File: config.mk
export PLATFORM = sky130hd
export DESIGN_NAME = midi_note_slot_allocator
export DESIGN_NICKNAME = d
export VERILOG_FILES = /design/src/sv/mnsa_pkg.sv /design/src/sv/mnsa_cell.sv /design/src/sv/midi_note_slot_allocator.sv
export VERILOG_INCLUDE_DIRS = /design/src /design/src/sv
export SDC_FILE = /design/constraint.sdc
export NUM_CORES = 1
export LEC_CHECK = 0
export BUFFER_PORTS_ARGS = -buffer_cell sky130_fd_sc_hd__buf_2
export CAP_MARGIN = 30
export CORE_UTILIZATION = 56
export CTS_CLUSTER_DIAMETER = 200
export DETAILED_ROUTE_END_ITERATION = 12
export GPL_ROUTABILITY_DRIVEN = 0
export PLACE_DENSITY = 0.76
export SLEW_MARGIN = 20
export SYNTH_ARGS = -nofsm -noshare
export SYNTH_HDL_FRONTEND = slang
export SYNTH_SLANG_ARGS = --single-unit
File: constraint.sdc
create_clock -name clk -period 3.1 [get_ports clk]
set_clock_uncertainty 0.1 [all_clocks]
set_input_delay 0 -clock clk [delete_from_list [all_inputs] [get_ports clk]]
set_output_delay 0 -clock clk [all_outputs]
set_load 0.02 [all_outputs]
File: src/sv/midi_note_slot_allocator_defines.svh
// ----------------------------------------------------------------------------
// MIDI note slot allocator assertion macros
// Shared property wrappers clocked on clk, disabled during rst.
// ----------------------------------------------------------------------------
`ifndef MIDI_NOTE_SLOT_ALLOCATOR_DEFINES_SVH
`define MIDI_NOTE_SLOT_ALLOCATOR_DEFINES_SVH

// Same-cycle implication.
`define MNSA_ASSERT_SAME(label, pre, post, msg) \
  label: assert property (@(posedge clk) disable iff (rst) (pre) |-> (post)) \
    else $error(msg);

// Next-cycle implication.
`define MNSA_ASSERT_NEXT(label, pre, post, msg) \
  label: assert property (@(posedge clk) disable iff (rst) (pre) |=> (post)) \
    else $error(msg);

`endif

File: src/sv/mnsa_pkg.sv
// ----------------------------------------------------------------------------
// MIDI note slot allocator package
// Slot record, cell control, sizes and controller states.
// ----------------------------------------------------------------------------
`default_nettype none

package mnsa_pkg;

  localparam int SLOT_COUNT    = 16;
  localparam int SLOT_IW       = $clog2(SLOT_COUNT);
  localparam int MAX_EVENTS    = 16;
  localparam int EV_CW         = $clog2(MAX_EVENTS + 1);
  localparam int REFRESH_TICKS = 96;
  localparam int NOTE_SHIFT    = 12;

  localparam logic KIND_ON  = 1'b0;
  localparam logic KIND_OFF = 1'b1;

  localparam logic ACT_TICK = 1'b0;
  localparam logic ACT_NOTE = 1'b1;

  typedef struct packed {
    logic              busy;
    logic [6:0]        note;
    logic signed [8:0] ticks;
  } slot_t;

  typedef struct packed {
    logic shift;
    logic load;
  } cell_ctl_t;

  typedef enum logic [1:0] {
    ST_IDLE,
    ST_SCAN,
    ST_FINISH,
    ST_PUT_ON
  } state_t;

endpackage

`default_nettype wire

File: src/sv/mnsa_cell.sv
// ----------------------------------------------------------------------------
// Slot cell
// Holds one note slot; shifts from its neighbor or loads a new allocation.
// ----------------------------------------------------------------------------
`default_nettype none

module mnsa_cell (
  input  wire                       clk,
  input  wire                       rst,
  input  wire mnsa_pkg::cell_ctl_t  ctl,
  input  wire mnsa_pkg::slot_t      shift_in,
  input  wire mnsa_pkg::slot_t      load_val,
  output mnsa_pkg::slot_t           q
);
  import mnsa_pkg::*;

  logic              busy;
  logic [6:0]        note;
  logic signed [8:0] ticks;

  always_ff @(posedge clk) begin
    if (rst) begin
      busy  <= 1'b0;
      ticks <= -9'sd1;
    end else if (ctl.load) begin
      busy  <= load_val.busy;
      ticks <= load_val.ticks;
    end else if (ctl.shift) begin
      busy  <= shift_in.busy;
      ticks <= shift_in.ticks;
    end
  end

  // note is used only once its slot is busy, so it needs no reset
  always_ff @(posedge clk) begin
    if (ctl.load) begin
      note <= load_val.note;
    end else if (ctl.shift) begin
      note <= shift_in.note;
    end
  end

  assign q = '{busy: busy, note: note, ticks: ticks};

endmodule

`default_nettype wire

File: src/sv/midi_note_slot_allocator.sv
// ----------------------------------------------------------------------------
// MIDI note slot allocator
// Voice allocator with note stealing over a rotating row of slot cells.
// ----------------------------------------------------------------------------
// Usage:
//   Pulse start with action/note/velocity/hold_ticks while busy is low;
//   the request is taken at that edge and busy rises the next cycle.
//   action 0 is a tempo tick, action 1 a note on request.
//   Every request rotates the 16-cell slot row once around, one slot per
//   cycle through the head logic; a stolen slot gives a note off, then note on.
//   Events come out with valid high for one cycle each; last marks the
//   final event of a request. A request may give no events at all.
//   The receiver cannot stall: each event is taken when valid is high.
//   The user writes midi_channel (cfg_we/cfg_data) only while busy is low;
//   the block does not enforce this. Reset (rst, synchronous) frees all
//   slots and clears the channel to 0; ready the cycle after reset drops.
// ----------------------------------------------------------------------------
`default_nettype none
`include "midi_note_slot_allocator_defines.svh"

module midi_note_slot_allocator (
  input  wire               clk,
  input  wire               rst,
  input  wire               cfg_we,
  input  wire  [3:0]        cfg_data,
  input  wire               start,
  output logic              busy,
  input  wire               action,
  input  wire  [6:0]        note,
  input  wire  [6:0]        velocity,
  input  wire  [7:0]        hold_ticks,
  output logic              valid,
  output logic              kind,
  output logic signed [7:0] out_note,
  output logic [6:0]        out_velocity,
  output logic [3:0]        out_channel,
  output logic              last
);
  import mnsa_pkg::*;

  state_t state, state_next;

  logic [3:0] midi_channel;

  logic       req_action;
  logic [6:0] req_note;
  logic [6:0] req_vel;
  logic [7:0] req_hold;

  logic [SLOT_IW-1:0] idx;
  logic               held;
  logic               found_free;
  logic [SLOT_IW-1:0] free_idx;
  logic [SLOT_IW-1:0] victim_idx;
  logic [6:0]         victim_note;
  logic signed [8:0]  lowest;
  logic               pend_valid;
  logic [6:0]         pend_note;
  logic [EV_CW-1:0]   ev_count;

  slot_t     cell_q   [SLOT_COUNT];
  slot_t     cell_in  [SLOT_COUNT];
  cell_ctl_t cell_ctl [SLOT_COUNT];
  slot_t     head, head_upd, load_val;

  logic              expire, match, scan_last, load_go;
  logic              ev_room;
  logic signed [8:0] tick_dec;
  logic [SLOT_IW-1:0] load_idx;

  logic       emit, emit_kind, emit_last;
  logic [6:0] emit_note, emit_vel;

  // --------------------------------------------------------------------------
  // Slot row: cell 0 is the head, the updated head re-enters at the tail
  // --------------------------------------------------------------------------
  for (genvar i = 0; i < SLOT_COUNT; i++) begin : g_cell
    if (i < SLOT_COUNT - 1) begin : g_mid
      assign cell_in[i] = cell_q[i + 1];
    end else begin : g_tail
      assign cell_in[i] = head_upd;
    end

    assign cell_ctl[i] = '{shift: (state == ST_SCAN),
                           load:  load_go && (load_idx == SLOT_IW'(i))};

    mnsa_cell u_cell (
      .clk      (clk),
      .rst      (rst),
      .ctl      (cell_ctl[i]),
      .shift_in (cell_in[i]),
      .load_val (load_val),
      .q        (cell_q[i])
    );
  end

  assign head      = cell_q[0];
  assign tick_dec  = head.ticks - 9'sd1;
  assign scan_last = (idx == SLOT_IW'(SLOT_COUNT - 1));
  assign ev_room   = (ev_count < EV_CW'(MAX_EVENTS));
  assign load_val  = '{busy: 1'b1, note: req_note, ticks: $signed({1'b0, req_hold})};
  assign load_idx  = found_free ? free_idx : victim_idx;

  always_comb begin
    head_upd = head;
    expire   = 1'b0;
    match    = 1'b0;
    if (req_action == ACT_TICK) begin
      if (head.busy) begin
        head_upd.ticks = tick_dec;
        if (tick_dec <= 9'sd0) begin
          expire        = 1'b1;
          head_upd.busy = 1'b0;
        end
      end
    end else if (head.busy && (head.note == req_note)) begin
      match          = 1'b1;
      head_upd.ticks = 9'(REFRESH_TICKS);
    end
  end

  // --------------------------------------------------------------------------
  // Controller
  // --------------------------------------------------------------------------
  always_comb begin
    state_next = state;
    case (state)
      ST_IDLE:   if (start) state_next = ST_SCAN;
      ST_SCAN:   if (scan_last) state_next = ST_FINISH;
      ST_FINISH: begin
        if (req_action == ACT_NOTE && !held && !found_free) begin
          state_next = ST_PUT_ON;
        end else begin
          state_next = ST_IDLE;
        end
      end
      ST_PUT_ON: state_next = ST_IDLE;
      default:   state_next = ST_IDLE;
    endcase
  end

  always_comb begin
    busy      = (state != ST_IDLE);
    load_go   = 1'b0;
    emit      = 1'b0;
    emit_kind = KIND_OFF;
    emit_note = pend_note;
    emit_vel  = 7'd0;
    emit_last = 1'b0;
    case (state)
      ST_SCAN: begin
        // a new expiry releases the one held back
        if (req_action == ACT_TICK && expire && ev_room && pend_valid) begin
          emit = 1'b1;
        end
      end
      ST_FINISH: begin
        if (req_action == ACT_TICK) begin
          emit      = pend_valid;
          emit_last = 1'b1;
        end else if (!held) begin
          load_go = 1'b1;
          emit    = 1'b1;
          if (found_free) begin
            emit_kind = KIND_ON;
            emit_note = req_note;
            emit_vel  = req_vel;
            emit_last = 1'b1;
          end else begin
            emit_note = victim_note;
          end
        end
      end
      ST_PUT_ON: begin
        emit      = 1'b1;
        emit_kind = KIND_ON;
        emit_note = req_note;
        emit_vel  = req_vel;
        emit_last = 1'b1;
      end
      default: begin
        emit = 1'b0;
      end
    endcase
  end

  always_ff @(posedge clk) begin
    if (rst) begin
      state        <= ST_IDLE;
      midi_channel <= 4'd0;
      valid        <= 1'b0;
    end else begin
      state <= state_next;
      valid <= emit;
      if (cfg_we) begin
        midi_channel <= cfg_data;
      end
    end
  end

  always_ff @(posedge clk) begin
    if (rst) begin
      idx        <= '0;
      held       <= 1'b0;
      found_free <= 1'b0;
      pend_valid <= 1'b0;
      ev_count   <= '0;
    end else if (state == ST_IDLE && start) begin
      idx        <= '0;
      held       <= 1'b0;
      found_free <= 1'b0;
      pend_valid <= 1'b0;
      ev_count   <= '0;
    end else if (state == ST_SCAN) begin
      idx <= idx + SLOT_IW'(1);
      if (req_action == ACT_TICK) begin
        if (expire && ev_room) begin
          pend_valid <= 1'b1;
          ev_count   <= ev_count + EV_CW'(1);
        end
      end else begin
        if (match) held <= 1'b1;
        if (!head.busy && !found_free) found_free <= 1'b1;
      end
    end
  end

  always_ff @(posedge clk) begin
    if (state == ST_IDLE && start) begin
      req_action <= action;
      req_note   <= note;
      req_vel    <= velocity;
      req_hold   <= hold_ticks;
    end
    if (state == ST_SCAN) begin
      if (req_action == ACT_TICK && expire && ev_room) begin
        pend_note <= head.note;
      end
      if (!head.busy && !found_free) begin
        free_idx <= idx;
      end
      // fewest ticks left, lowest index on a tie
      if (idx == '0 || head.ticks < lowest) begin
        lowest      <= head.ticks;
        victim_idx  <= idx;
        victim_note <= head.note;
      end
    end
  end

  always_ff @(posedge clk) begin
    if (emit) begin
      kind         <= emit_kind;
      out_note     <= $signed({1'b0, emit_note}) - 8'(NOTE_SHIFT);
      out_velocity <= emit_vel;
      out_channel  <= midi_channel;
      last         <= emit_last;
    end
  end

  // --------------------------------------------------------------------------
  // Assertions
  // --------------------------------------------------------------------------
  `MNSA_ASSERT_SAME(a_last_ends_request, valid && last, !busy, "last event before idle")
  `MNSA_ASSERT_SAME(a_note_on_is_last, valid && (kind == KIND_ON), last, "note on not last")
  `MNSA_ASSERT_SAME(a_put_on_after_finish, state == ST_PUT_ON, $past(state) == ST_FINISH,
                    "steal note on out of order")
  `MNSA_ASSERT_NEXT(a_start_sets_busy, start && !busy, busy, "request not taken")
  `MNSA_ASSERT_SAME(a_event_cap, 1'b1, ev_count <= EV_CW'(MAX_EVENTS), "event count overrun")

endmodule

`default_nettype wire
; Word level (Yosys, flattened, before mapping)
; Cells that the tools add are included.
[word_totals]
ff_bits = 366
out_inout_bits = 23
[op_classes]
add_sub_neg = 4
magnitude_cmp = 3
n_eq_ne = 22
mux = 134
n_bitwise = 1
n_reduce_logical = 57
[ops]
columns = op, count
row1 = 2-to-1 mux 9 bit, 35
row2 = 2-to-1 mux 7 bit, 38
row3 = 2-to-1 mux 1 bit, 51
row4 = equality test 4 bit (second input constant), 9
row5 = nonzero test 2 bit, 17
row6 = one-hot mux 7 bit (2 select lines), 2
row7 = logical AND 1 bit, 25
row8 = equality test 4 x 3 -> 1 bit (second input constant), 4
row9 = <= comparator 9 x 1 -> 1 bit (second input constant), 1
row10 = less-than comparator 9 bit, 1
row11 = AND reduction 3 bit, 3
row12 = subtractor 9 x 2 -> 9 bit (second input constant), 1
row13 = equality test 4 x 2 -> 1 bit (second input constant), 2
row14 = zero test 4 bit, 2
row15 = one-hot mux 2 bit (4 select lines), 1
row16 = AND reduction 2 bit, 4
row17 = subtractor 7 x 4 -> 8 bit (second input constant), 1
row18 = equality test 7 bit, 1
row19 = 2-to-1 mux 2 bit, 3
row20 = adder 5 x 1 -> 5 bit (second input constant), 1
row21 = less-than comparator 5 bit (second input constant), 1
row22 = adder 4 x 1 -> 4 bit (second input constant), 1
row23 = equality test 2 bit (second input constant), 2
row24 = equality test 4 x 1 -> 1 bit (second input constant), 1
row25 = other kinds (11), 14

; Longest topological paths before layout
; Gate-level depths: netlist of run 1.
[logic_depth]
ltp_word = 10
mapped_depth = 9
ltp_nobuf = 8

; Modules after synthesis
; From an unflattened synthesis of run 1, not the netlist that was laid out.
[hier_totals]
cells_unflattened = 1367
area_unflattened_um2 = 16841.2
[modules_own_cells]
columns = module, instances, cells_each, area_each_um2, seq_area_each_um2
row1 = mnsa_cell, 16, 62, 775.7, 410.4
row2 = midi_note_slot_allocator, 1, 375, 4429.2, 2632.5

; Least setup slack after synthesis of run 1
; OpenSTA, ideal clock, no wires.
[synth_timing]
path_type = register to register
from = register g_cell[0].u_cell.ticks[5]
to = register lowest[0], enable pin
t_arrival_ns = 2.738
slack_ns = -0.173
path_stages_with_launch = 6
n_path_buf = 0
synth_period_minus_slack_ns = 3.273
path_cell_list = dfxtp_1 > ha_1 > a21o_1 > a21oi_1 > o211ai_1 > a311oi_1
[synth_between]
elab_chain_cells = 3
[synth_rtl]
columns = element, line
row1 = from (decl), mnsa_cell.sv:19  ; logic signed [8:0] ticks;
row2 = from (signal assigned), mnsa_cell.sv:24  ; ticks <= -9'sd1;
row3 = from (signal assigned), mnsa_cell.sv:27  ; ticks <= load_val.ticks;
row4 = from (signal assigned), mnsa_cell.sv:30  ; ticks <= shift_in.ticks;
row5 = less-than comparator 9 bit, midi_note_slot_allocator.sv:243  ; if (idx == '0 || head.ticks < lowest) begin
row6 = logical OR 1 bit, midi_note_slot_allocator.sv:243
row7 = AND reduction 2 bit (no source line), n/a
row8 = to (signal assigned), midi_note_slot_allocator.sv:244  ; lowest <= head.ticks;
row9 = to (decl), midi_note_slot_allocator.sv:56  ; logic signed [8:0] lowest;
; No other way between the ends.
; A chain may end at the register's enable or synchronous reset.

; Worst setup path after layout of run 1
[layout_timing]
from = register found_free
to = register g_cell[9].u_cell.note[2], enable pin
[layout_between]
elab_chain_cells = 4
[layout_rtl]
columns = element, line
row1 = from (decl), midi_note_slot_allocator.sv:52  ; logic found_free;
row2 = from (signal assigned), midi_note_slot_allocator.sv:205  ; found_free <= 1'b0;
row3 = from (signal assigned), midi_note_slot_allocator.sv:211  ; found_free <= 1'b0;
row4 = from (signal assigned), midi_note_slot_allocator.sv:223  ; if (!head.busy && !found_free) found_free <= 1'b1;
row5 = 2-to-1 mux 4 bit, midi_note_slot_allocator.sv:102  ; assign load_idx = found_free ? free_idx : victim_idx;
row6 = equality test 4 bit, midi_note_slot_allocator.sv:85  ; load: load_go && (load_idx == SLOT_IW'(i))};
row7 = logical AND 1 bit, midi_note_slot_allocator.sv:85
row8 = nonzero test 2 bit (no source line), n/a
row9 = to (signal assigned), mnsa_cell.sv:37  ; note <= load_val.note;
row10 = to (signal assigned), mnsa_cell.sv:39  ; note <= shift_in.note;
row11 = to (decl), mnsa_cell.sv:18  ; logic [6:0] note;
; No other way between the ends.

==> impl_metrics.yaml, run 1 <==
outcome:
  status: "finished, final reports clean"
layout:
  areaGrowthSynthToFinish_pct: 14.4
  instances_no_fill: 1715
  multi_input_area_um2: 5760
  fillCellCount: 2023
  drive_above_1_share_pct: 16.1
  nNetsFinal: 1389
  fin_area_um2: 17700
  seq_area_um2: 9200
  antennaDiodeCount: 0
worst_setup_path:
  worstPathArrival_ps: 2840
  cp-start-kind: "register"
  critPathMaxFanout: 18
  crit_required_ps: 3190
  cp_num_buf_inv: 1
  path_class: "reg2reg"
  cp_cell_sequence: "or3b_1 -> nand2_1 -> nor3b_4 -> nor2_2 -> inv_1"
  max_stage_delay_ps: 580
  slowest_stage: "nor3b_4"
  endpoint_kind: "register"
  cpLargestDelayFamily: "simple AND/OR/NAND/NOR gates"
sta:
  rsz0062_at_grt: "false"
  fmax_ghz: 0.363
  maxSlewViolCount: 0
  min_period_ps: 2760
  fin_crit_sh_pct: 88.9
  final-hold-violation-count: 0
  tns_ps: 0
  worstMarginPinSlew_ps: 906
  finalSetupViolations: 0
  slew_headroom_pct: 39.3
place:
  port_buffers: 53
  placed_cell_area_um2: 16100
  dp_hpwl_um: 21400
  dp.cells: 1607
clock_network:
  cts_buffer_depth: 3
  post_cts_buffers: 0
  cts_root_buf: "clkbuf_16"
  cts_tree: "built"
  clk_latency_ps: 520
  path_clk_slew_ps: 60
  cts_buffers: 38
  cts_sinks: 366
  h-tree-depth: 2
grt:
  overflow: 0
  grt_usage_pct: 23.8
  antenna_found_initial: 0
  grt_pass1_vias: 9937
  grt_pass1_wl_um: 53600
  grt_max_degree: 87
yosys:
  yosysTopAreaCellShare_pct: 36.2
  syn_area_per_cell_um2: 12.1
  syn_nets: 1323
  synth_cells: 1278
  synth.area.top_cells: "edfxtp_1 36%, dfxtp_1 23%, a221o_1 5.0%"
  ys_ff_latch: 366
  synth-edff-count: 187
  yosysSeqAreaShare_pct: 59.4
  netlist_area_um2: 15500
  yosysWarnings: 0
  yosys.area.top_type: "edfxtp_1"
  synth.distinct_cells: 74
  async_reset_ff_share_pct: 0
  synth_ff_type: "edfxtp_1"
power_and_ir_drop:
  leakage_nw: 6.87
  peakVddDrop_mv: 0.347
  powerDensity_nw_per_um2: 621
floorplan:
  rows: 60
  num_io_pins: 54
  dieHeight_um: 168
  fp.dieW_um: 168
  coreArea_um2: 27000
  start_util_pct: 57.3
  fp.dieArea_um2: 28300
route:
  met3_length_um: 1970
  ant_nets: 0
  dr.pass1.iters: 5
  num_vias: 10300
  wl_met2_um: 15800
  drt-met1-wl_um: 14800
  route.detailed.drc: 0
  drt-total-wl_um: 33200
  routedWlPerCell_um: 19.4
  viasPerCell: 6.03
  drt_iter0_drc: 811
  top_layer: "met4"
min_path:
  min-delay-path-class: "in2reg"
job:
  max_cap_viol_count: 0
## logic make-up (layout without fill, tap and decap cells)
kind of cell             count (synthesis)  after routing  synth area share [%]
flip-flops                             366            366                  59.4
AND/OR/NAND/NOR                        321            321                  10.3
AO/OA/AOI/OAI                          302            302                  16.0
buffers and inverters                  139            235                  3.71
multiplexers                           118            118                  8.42
XOR/XNOR                                18             18                  1.02
adder cells (fa/ha/maj)                 14             14                  1.13
## routing by layer
layer  global-route usage (%)  vias up
met2                     39.4      349
met3                     3.74       54
li1                         -     4954
met5                        0        -
met1                     32.7     4986
met4                     6.01        0
## timing repair
item,CTS,global route
endpoints found under the hold margin,39,0
hold buffers,38,0
resized for setup,0,0
## worst paths after layout
| path | start | endpoint | slack [ps] | cells after the start |
|---|---|---|---|---|
| worst max-delay path | found_free | g_cell[9].u_cell.note[2] | 340 | 5 |
| worst min-delay path | hold_ticks[4] | req_hold[4] | 90 | 2 |
| worst max register to register | found_free | g_cell[9].u_cell.note[2] | 340 | 5 |
| worst min register to register | midi_channel[3] | out_channel[3] | 330 | 0 |
## stage by stage
stage / hold WS (ps) / utilization, % / power (W) / worst slack [ps]
final: 87.9 / 65.6 / 0.0110 / 343
after global routing: 78.1 / 65.6 / 0.0114 / 142
after CTS: 73.9 / 65.6 / 0.0111 / 358
after detailed placement: 78.1 / 59.5 / 0.00651 / 417
after global placement: 76.4 / 59.5 / 0.00648 / 504
after floorplan: -1.13 / - / 0.00625 / 422
## layout make-up
type	instances	area share (%)
Sequential cell	366	51.9
Multi-Input combinational cell	773	32.5
Clock buffer	53	6.14
Timing Repair Buffer	128	5.29
Tap cell	341	2.41
Clock inverter	17	0.988
Inverter	37	0.784
## where the power goes
group / switching (W) / internal, W
Clock: 0.00182 / 0.00272
Sequential: 0.000201 / 0.00541
Combinational: 0.000479 / 0.000376
## cells in the final DEF (no fill, tap or decap), types with 5 or more instances in the layout
cell	Yosys	final
a221o_1	77	77
nor2b_1	6	5
a31oi_1	14	13
nand3_1	14	14
buf_4	6	37
xor2_1	11	11
and2_1	17	17
a211oi_1	10	10
dlygate4sd3_1	0	38
clkbuf_8	0	6
xnor2_1	7	7
o21ai_0	22	22
mux2_2	33	33
a221oi_1	45	44
mux2_1	66	66
nor3_1	5	5
dfxtp_1	179	179
nor2_1	44	43
clkbuf_16	0	39
nand2_1	169	169
a21oi_1	11	11
nand4_1	7	7
clkinv_2	0	8
a21o_1	79	79
nor2_2	7	7
o21ai_1	7	7
ha_1	14	14
nand3b_1	5	5
buf_2	18	52
clkbuf_1	66	8
or3_1	8	8
mux2i_1	19	19
edfxtp_1	187	187
inv_1	36	36
## sequential cells by signal, indices dropped and copies added, names as in the netlist, 5 cells and up
register / flops
out_note: 8
g_cell.u_cell.ticks: 144
pend_note: 7
lowest: 9
victim_note: 7
req_vel: 7
req_hold: 8
out_velocity: 7
g_cell.u_cell.busy: 16
ev_count: 5
g_cell.u_cell.note: 112
req_note: 7
## worst register-to-register path: cells and delay by family (launching register included)
kind	cells	cell delay (ps)
buffers and inverters	1	280
AND/OR/NAND/NOR	4	1570
flip-flops	1	480
## synth_stat cells (all sizes together), types with 6 or more instances
| master | n |
|---|---|
| xor2 | 11 |
| mux2 | 99 |
| and2 | 17 |
| a21oi | 12 |
| xnor2 | 7 |
| a211oi | 10 |
| nor3b | 7 |
| a221o | 77 |
| a21o | 79 |
| or3 | 8 |
| o21ai | 30 |
| nor3 | 9 |
| buf | 36 |
| a221oi | 47 |
| nor2 | 52 |
| nand2 | 170 |
| ha | 14 |
| nand3 | 14 |
| nand4 | 7 |
| nor2b | 6 |
| clkbuf | 66 |
| mux2i | 19 |
| a31oi | 14 |
| edfxtp | 187 |
| dfxtp | 179 |
| inv | 37 |
(Power assumes the default switching activity.)
==> run 2: changes to the inputs <==
--- a/config.mk
+++ b/config.mk
@@ -9,11 +9,12 @@
 export BUFFER_PORTS_ARGS = -buffer_cell sky130_fd_sc_hd__buf_2
 export CAP_MARGIN = 30
 export CORE_UTILIZATION = 56
-export CTS_CLUSTER_DIAMETER = 200
+export CTS_CLUSTER_DIAMETER = 150
 export DETAILED_ROUTE_END_ITERATION = 12
 export GPL_ROUTABILITY_DRIVEN = 0
 export PLACE_DENSITY = 0.76
 export SLEW_MARGIN = 20
 export SYNTH_ARGS = -nofsm -noshare
 export SYNTH_HDL_FRONTEND = slang
+export SYNTH_HIERARCHICAL = 1
 export SYNTH_SLANG_ARGS = --single-unit
==> impl_metrics.yaml, run 2 <==
sta:
  fin_crit_sh_pct: 92.8
  slew_headroom_pct: 32.0
  finalSetupViolations: 0
  fmax_ghz: 0.347
  fin_ws_ps: 222
  hold-worst-slack_ps: 82.8
  final-hold-violation-count: 0
  maxSlewViolCount: 0
  rsz0062_at_grt: "false"
  worstMarginPinSlew_ps: 1020
  min_period_ps: 2880
  tns_ps: 0
layout:
  fin_util_pct: 64.0
  largest_reg_flops: 144
  antennaDiodeCount: 0
  regMostFlops: "g_cell.u_cell/ticks"
  areaGrowthSynthToFinish_pct: 12.7
  mostFrequentLayoutCell: "edfxtp_1"
  largestRegisters: "g_cell.u_cell/ticks (144), g_cell.u_cell/note (112), g_cell.u_cell/busy (16)"
  nNetsFinal: 1518
  final_cell_mix: "187 x edfxtp_1, 179 x dfxtp_1, 166 x mux2i_1"
  drive_above_1_share_pct: 21.7
power_and_ir_drop:
  leakage_nw: 6.78
  powerDensity_nw_per_um2: 550
  power_w: 0.0104
  peakVddDrop_mv: 0.322
worst_setup_path:
  endpoint_kind: "register"
  critPathMaxFanout: 24
  path_class: "reg2reg"
  r2r_end: "g_cell[1].u_cell/ticks[4]"
  cpLargestDelayFamily: "simple AND/OR/NAND/NOR gates"
  crit_required_ps: 3370
  crit_start: "found_free"
  cp-start-kind: "register"
  max_stage_delay_ps: 820
  reg2reg_depth: 7
  cp_num_buf_inv: 1
  slowest_stage: "dfxtp_1"
  regToRegSetupSlack_ps: 220
  cp_common_cell: "nand2_1"
  cp_cell_sequence: "nand2_1 -> o22ai_1 -> nand2_1 -> nor2_1 -> buf_4 -> nor3b_1 -> a21oi_1"
  worstPathArrival_ps: 3150
  r2r-start: "found_free"
route:
  dr.pass1.iters: 5
  num_vias: 10800
  drt_iter0_drc: 920
  drt-total-wl_um: 35100
  viasPerCell: 5.69
  routedWlPerCell_um: 18.5
  ant_nets: 0
  route.detailed.drc: 0
grt:
  grt_pass1_vias: 10500
  antenna_found_initial: 0
  grt_usage_pct: 23.0
  overflow: 0
  grt_pass1_wl_um: 56600
  grt_max_degree: 76
yosys:
  netlist_top_cells_count: "187 x edfxtp_1, 179 x dfxtp_1, 166 x mux2i_1"
  synth_compound_area_share_pct: 7.93
  syn_area_per_cell_um2: 12.3
  synth_ff_type: "edfxtp_1"
  synth_mux_area_share_pct: 17.6
  yosys.area.top_type: "edfxtp_1"
  synth-edff-count: 187
  synth_cells: 1367
  yosys.area_share.simple_pct: 12.6
  yosysWarnings: 6
  synth_xor_area_share_pct: 1.14
  synth.area.top_cells: "edfxtp_1 33%, dfxtp_1 21%, mux2i_1 9.9%"
  yosysTopAreaCellShare_pct: 33.3
  ys_ff_latch: 366
  synthAdderAreaFrac_pct: 1.04
  async_reset_ff_share_pct: 0
  yosysSeqAreaShare_pct: 54.6
  netlist_area_um2: 16800
  yosysMostFrequentCell: "edfxtp_1"
  synth.distinct_cells: 58
  synth_top_family_by_area: "multiplexers"
job:
  max_cap_viol_count: 0
min_path:
  min-delay-path-class: "in2reg"
  hp-start: "note[6]"
  holdPathEnd: "req_note[6]"
  min_delay_path_depth: 2
clock_network:
  post_cts_buffers: 0
  cts_buffers: 38
  postCtsResizedCells: 0
  path_clk_slew_ps: 70
  cts_sinks: 366
  cts_tree: "built"
  clk_latency_ps: 530
  h-tree-depth: 2
  cts_buffer_depth: 3
  cts_root_buf: "clkbuf_16"
floorplan:
  rows: 63
  start_util_pct: 56.8
  dieHeight_um: 175
  coreArea_um2: 29600
  num_io_pins: 54
  fp.dieArea_um2: 30800
  fp.dieW_um: 175
place:
  place_ws_ps: 333
  dp_hpwl_um: 21200
  port_buffers: 53
outcome:
  status: "finished, final reports clean"
[run 2: changes by cell type after synthesis, moves of 35 or more]
| cell | delta |
|---|---|
| a221oi_1 | -45 |
| mux2_1 | -66 |
| mux2i_1 | +147 |
| buf_6 | +35 |
| nor3b_1 | +143 |
| a221o_1 | -77 |
| nand2_1 | -142 |
| clkbuf_1 | -46 |
| a21oi_1 | +148 |
| a21o_1 | -74 |
| mux2_2 | +83 |
[run 2: layout make-up]
| type | count | area (um2) |
|---|---|---|
| Clock inverter | 19 | 165 |
| Inverter | 38 | 150 |
| Timing Repair Buffer | 128 | 987 |
| Tap cell | 390 | 488 |
| Fill cell | 2172 | 10700 |
| Sequential cell | 366 | 9200 |
| Clock buffer | 49 | 1070 |
| Multi-Input combinational cell | 901 | 6920 |
[run 2: what timing repair did]
action / CTS / global route
hold endpoints to repair: 45 / 0
endpoints found under the setup margin: 0 / 0
hold buffers: 36 / 0
[run 2: kinds of logic (layout without fill, tap and decap cells)]
group | Yosys count | count (layout)
other cells | 2 | 32
compound gates | 220 | 220
mux | 282 | 282
simple gates | 331 | 331
flops | 366 | 366
xor+xnor | 22 | 22
buf+inv | 130 | 234
fa+ha+maj | 14 | 14
[run 2: how the worst max path moves through the flow]
stage | to | cells after the start
finish | g_cell[1].u_cell/ticks[4] | 7
global route | g_cell[1].u_cell/ticks[7] | 7
CTS | g_cell[1].u_cell/ticks[4] | 7
detailed placement | g_cell[1].u_cell/ticks[8] | 7
global placement | out_velocity[4] | 9
floorplan | lowest[0] | 6
[run 2: power by group]
group          switching, W  internal, W  total, W
registers          0.000112      0.00525   0.00536
logic              0.000345     0.000249  0.000594
clock network       0.00186      0.00262   0.00449
total               0.00232      0.00812    0.0104
[run 2: metal layers]
| metal | track usage (%) | up-vias | routed length, um |
|---|---|---|---|
| met5 | 0 | - | 0 |
| li1 | - | 5168 | - |
| met3 | 3.05 | 40 | 1500 |
| met1 | 31.4 | 5311 | 16200 |
| met2 | 38.7 | 246 | 16800 |
| met4 | 5.47 | 0 | 538 |
[run 2: metrics by stage]
stage / cells / area (um2)
after CTS: 1891 / 19000
after floorplan: 1397 / 17000
after global routing: 1891 / 19000
after detailed placement: 1787 / 17400
after global placement: 1787 / 17400
final: 1891 / 19000
==> run 3: changes to the inputs <==
--- a/config.mk
+++ b/config.mk
@@ -8,10 +8,12 @@
 export LEC_CHECK = 0
 export BUFFER_PORTS_ARGS = -buffer_cell sky130_fd_sc_hd__buf_2
 export CAP_MARGIN = 30
+export CORE_MARGIN = 2
 export CORE_UTILIZATION = 56
 export CTS_CLUSTER_DIAMETER = 150
 export DETAILED_ROUTE_END_ITERATION = 12
 export GPL_ROUTABILITY_DRIVEN = 0
+export GPL_TIMING_DRIVEN = 0
 export PLACE_DENSITY = 0.76
 export SLEW_MARGIN = 20
 export SYNTH_ARGS = -nofsm -noshare
==> constraint.sdc (replaced) <==
create_clock -name clk -period 3.1 [get_ports clk]
set_clock_uncertainty 0.1 [all_clocks]
set_input_delay 0 -clock clk [delete_from_list [all_inputs] [get_ports clk]]
set_output_delay 0 -clock clk [all_outputs]
set_load 0.01 [all_outputs]
==> impl_metrics.yaml, run 3 (synthesis results as in run 2) <==
outcome:
  status: "finished, final reports clean"
floorplan:
  coreArea_um2: 29600
  dieHeight_um: 177
  fp.dieW_um: 177
  num_io_pins: 54
  fp.dieArea_um2: 31500
  rows: 63
  start_util_pct: 56.8
layout:
  final_cell_mix: "187 x edfxtp_1, 179 x dfxtp_1, 166 x mux2i_1"
  largestRegisters: "g_cell.u_cell/ticks (144), g_cell.u_cell/note (112), g_cell.u_cell/busy (16)"
  regMostFlops: "g_cell.u_cell/ticks"
  mostFrequentLayoutCell: "edfxtp_1"
  drive_above_1_share_pct: 23.2
  antennaDiodeCount: 0
  largest_reg_flops: 144
  areaGrowthSynthToFinish_pct: 14.6
  nNetsFinal: 1566
  instances_no_fill: 1940
  fillCellCount: 2213
clock_network:
  cts_buffer_depth: 3
  path_clk_slew_ps: 60
  cts_buffers: 38
  h-tree-depth: 2
  cts_tree: "built"
  cts_sinks: 366
  post_cts_buffers: 0
  clk_latency_ps: 530
  cts_root_buf: "clkbuf_16"
worst_setup_path:
  worstPathArrival_ps: 3120
  r2r-start: "found_free"
  crit_end: "g_cell[8].u_cell/note[1]"
  crit_required_ps: 3250
  reg2reg_depth: 6
  critPathMaxFanout: 10
  r2r_end: "g_cell[8].u_cell/note[1]"
  regToRegSetupSlack_ps: 130
  path_class: "reg2reg"
  crit_start: "found_free"
  endpoint_kind: "register"
  cp-start-kind: "register"
route:
  dr.pass1.iters: 6
  viasPerCell: 5.63
  route.detailed.drc: 0
  drt_iter0_drc: 801
  drt-total-wl_um: 36700
  num_vias: 10900
  routedWlPerCell_um: 18.9
  ant_nets: 0
grt:
  grt_use_met1_pct: 31.1
  antenna_found_initial: 0
  grt_pass1_vias: 10800
  grt_use_met2_pct: 39.7
  met3_usage_pct: 3.49
  grt_usage_pct: 23.5
  grt_pass1_wl_um: 58200
  grt_max_degree: 34
  overflow: 0
  busiest_layer: "met2"
sta:
  slew_headroom_pct: 29.8
  min_period_ps: 2970
  fin_ws_ps: 135
  finalSetupViolations: 0
  rsz0062_at_grt: "false"
  final-hold-violation-count: 0
  fin_crit_sh_pct: 95.7
  maxSlewViolCount: 0
  fmax_ghz: 0.337
  worstMarginPinSlew_ps: 1040
place:
  dp_hpwl_um: 23800
  dp.cells: 1840
  place_ws_ps: -125
  port_buffers: 52
job:
  max_cap_viol_count: 0
min_path:
  hp-start: "note[6]"
  min-delay-path-class: "in2reg"
power_and_ir_drop:
  leakage_nw: 6.95
  powerDensity_nw_per_um2: 544
  peakVddDrop_mv: 0.342
[run 3: changes by cell type in the layout (fill, tap and decap cells not counted), moves of 5 or more]
cell,previous run,this run
buf_12,5,0
clkbuf_1,5,29
buf_6,1,36
buf_2,52,70
dlygate4sd3_1,36,31
buf_4,34,16
[run 3: repair_timing]
| item | CTS | global route |
|---|---|---|
| resized for setup | 1 | 5 |
| hold endpoints to repair | 27 | 0 |
| setup endpoints to repair | 21 | 148 |
| hold buffers | 31 | 0 |
[run 3: through the flow]
| step | cell area [um2] | util, % | TNS [ps] | total power (W) | hold slack [ps] |
|---|---|---|---|---|---|
| finish | 19300 | 65.1 | 0 | 0.0105 | 83.9 |
| global route | 19300 | 65.1 | 0 | 0.0108 | 65.2 |
| CTS | 19300 | 65.0 | 0 | 0.0106 | 64.4 |
| detailed placement | 17700 | 59.9 | -2590 | 0.00604 | 78.3 |
| global placement | 17700 | 59.7 | -14190 | 0.00602 | 77.5 |
| floorplan | 17000 | - | 0 | 0.00584 | -1.13 |
[run 3: how the worst min path moves through the flow]
stage | depth (start not counted) | to | slack [ps]
floorplan | 0 | req_action | -1
global placement | 1 | req_vel[1] | 80
detailed placement | 1 | req_note[1] | 80
CTS | 2 | req_hold[7] | 60
global route | 2 | req_note[2] | 70
finish | 2 | req_note[6] | 80
[run 3: cell type report]
type | instances | area [um2] | area share, %
inverters | 38 | 143 | 0.739
clock inverters | 19 | 209 | 1.08
clock buffers | 50 | 1020 | 5.27
flip-flops and latches | 366 | 9200 | 47.7
well taps | 390 | 488 | 2.53
multi-input cells | 901 | 6940 | 36.0
repair buffers | 84 | 598 | 3.10
plain buffers | 92 | 702 | 3.64
[run 3: layer usage]
metal / wire length [um] / vias up
met5: 0 / -
met4: 901 / 0
met3: 1430 / 67
met2: 17800 / 252
met1: 16600 / 5348
li1: - / 5252
[run 3: where the power goes]
part | internal, W | switching, W | total, W
clock | 0.00265 | 0.00185 | 0.00451
combinational | 0.000262 | 0.000338 | 0.000599
sequential | 0.00525 | 0.000135 | 0.00538
[run 3: worst max-delay path, stage by stage (launching register included)]
cell	delay, ps
dfxtp_1	440
clkbuf_2	290
nor3_1	80
o21ai_0	810
nor2_1	250
clkbuf_1	270
or2_2	440
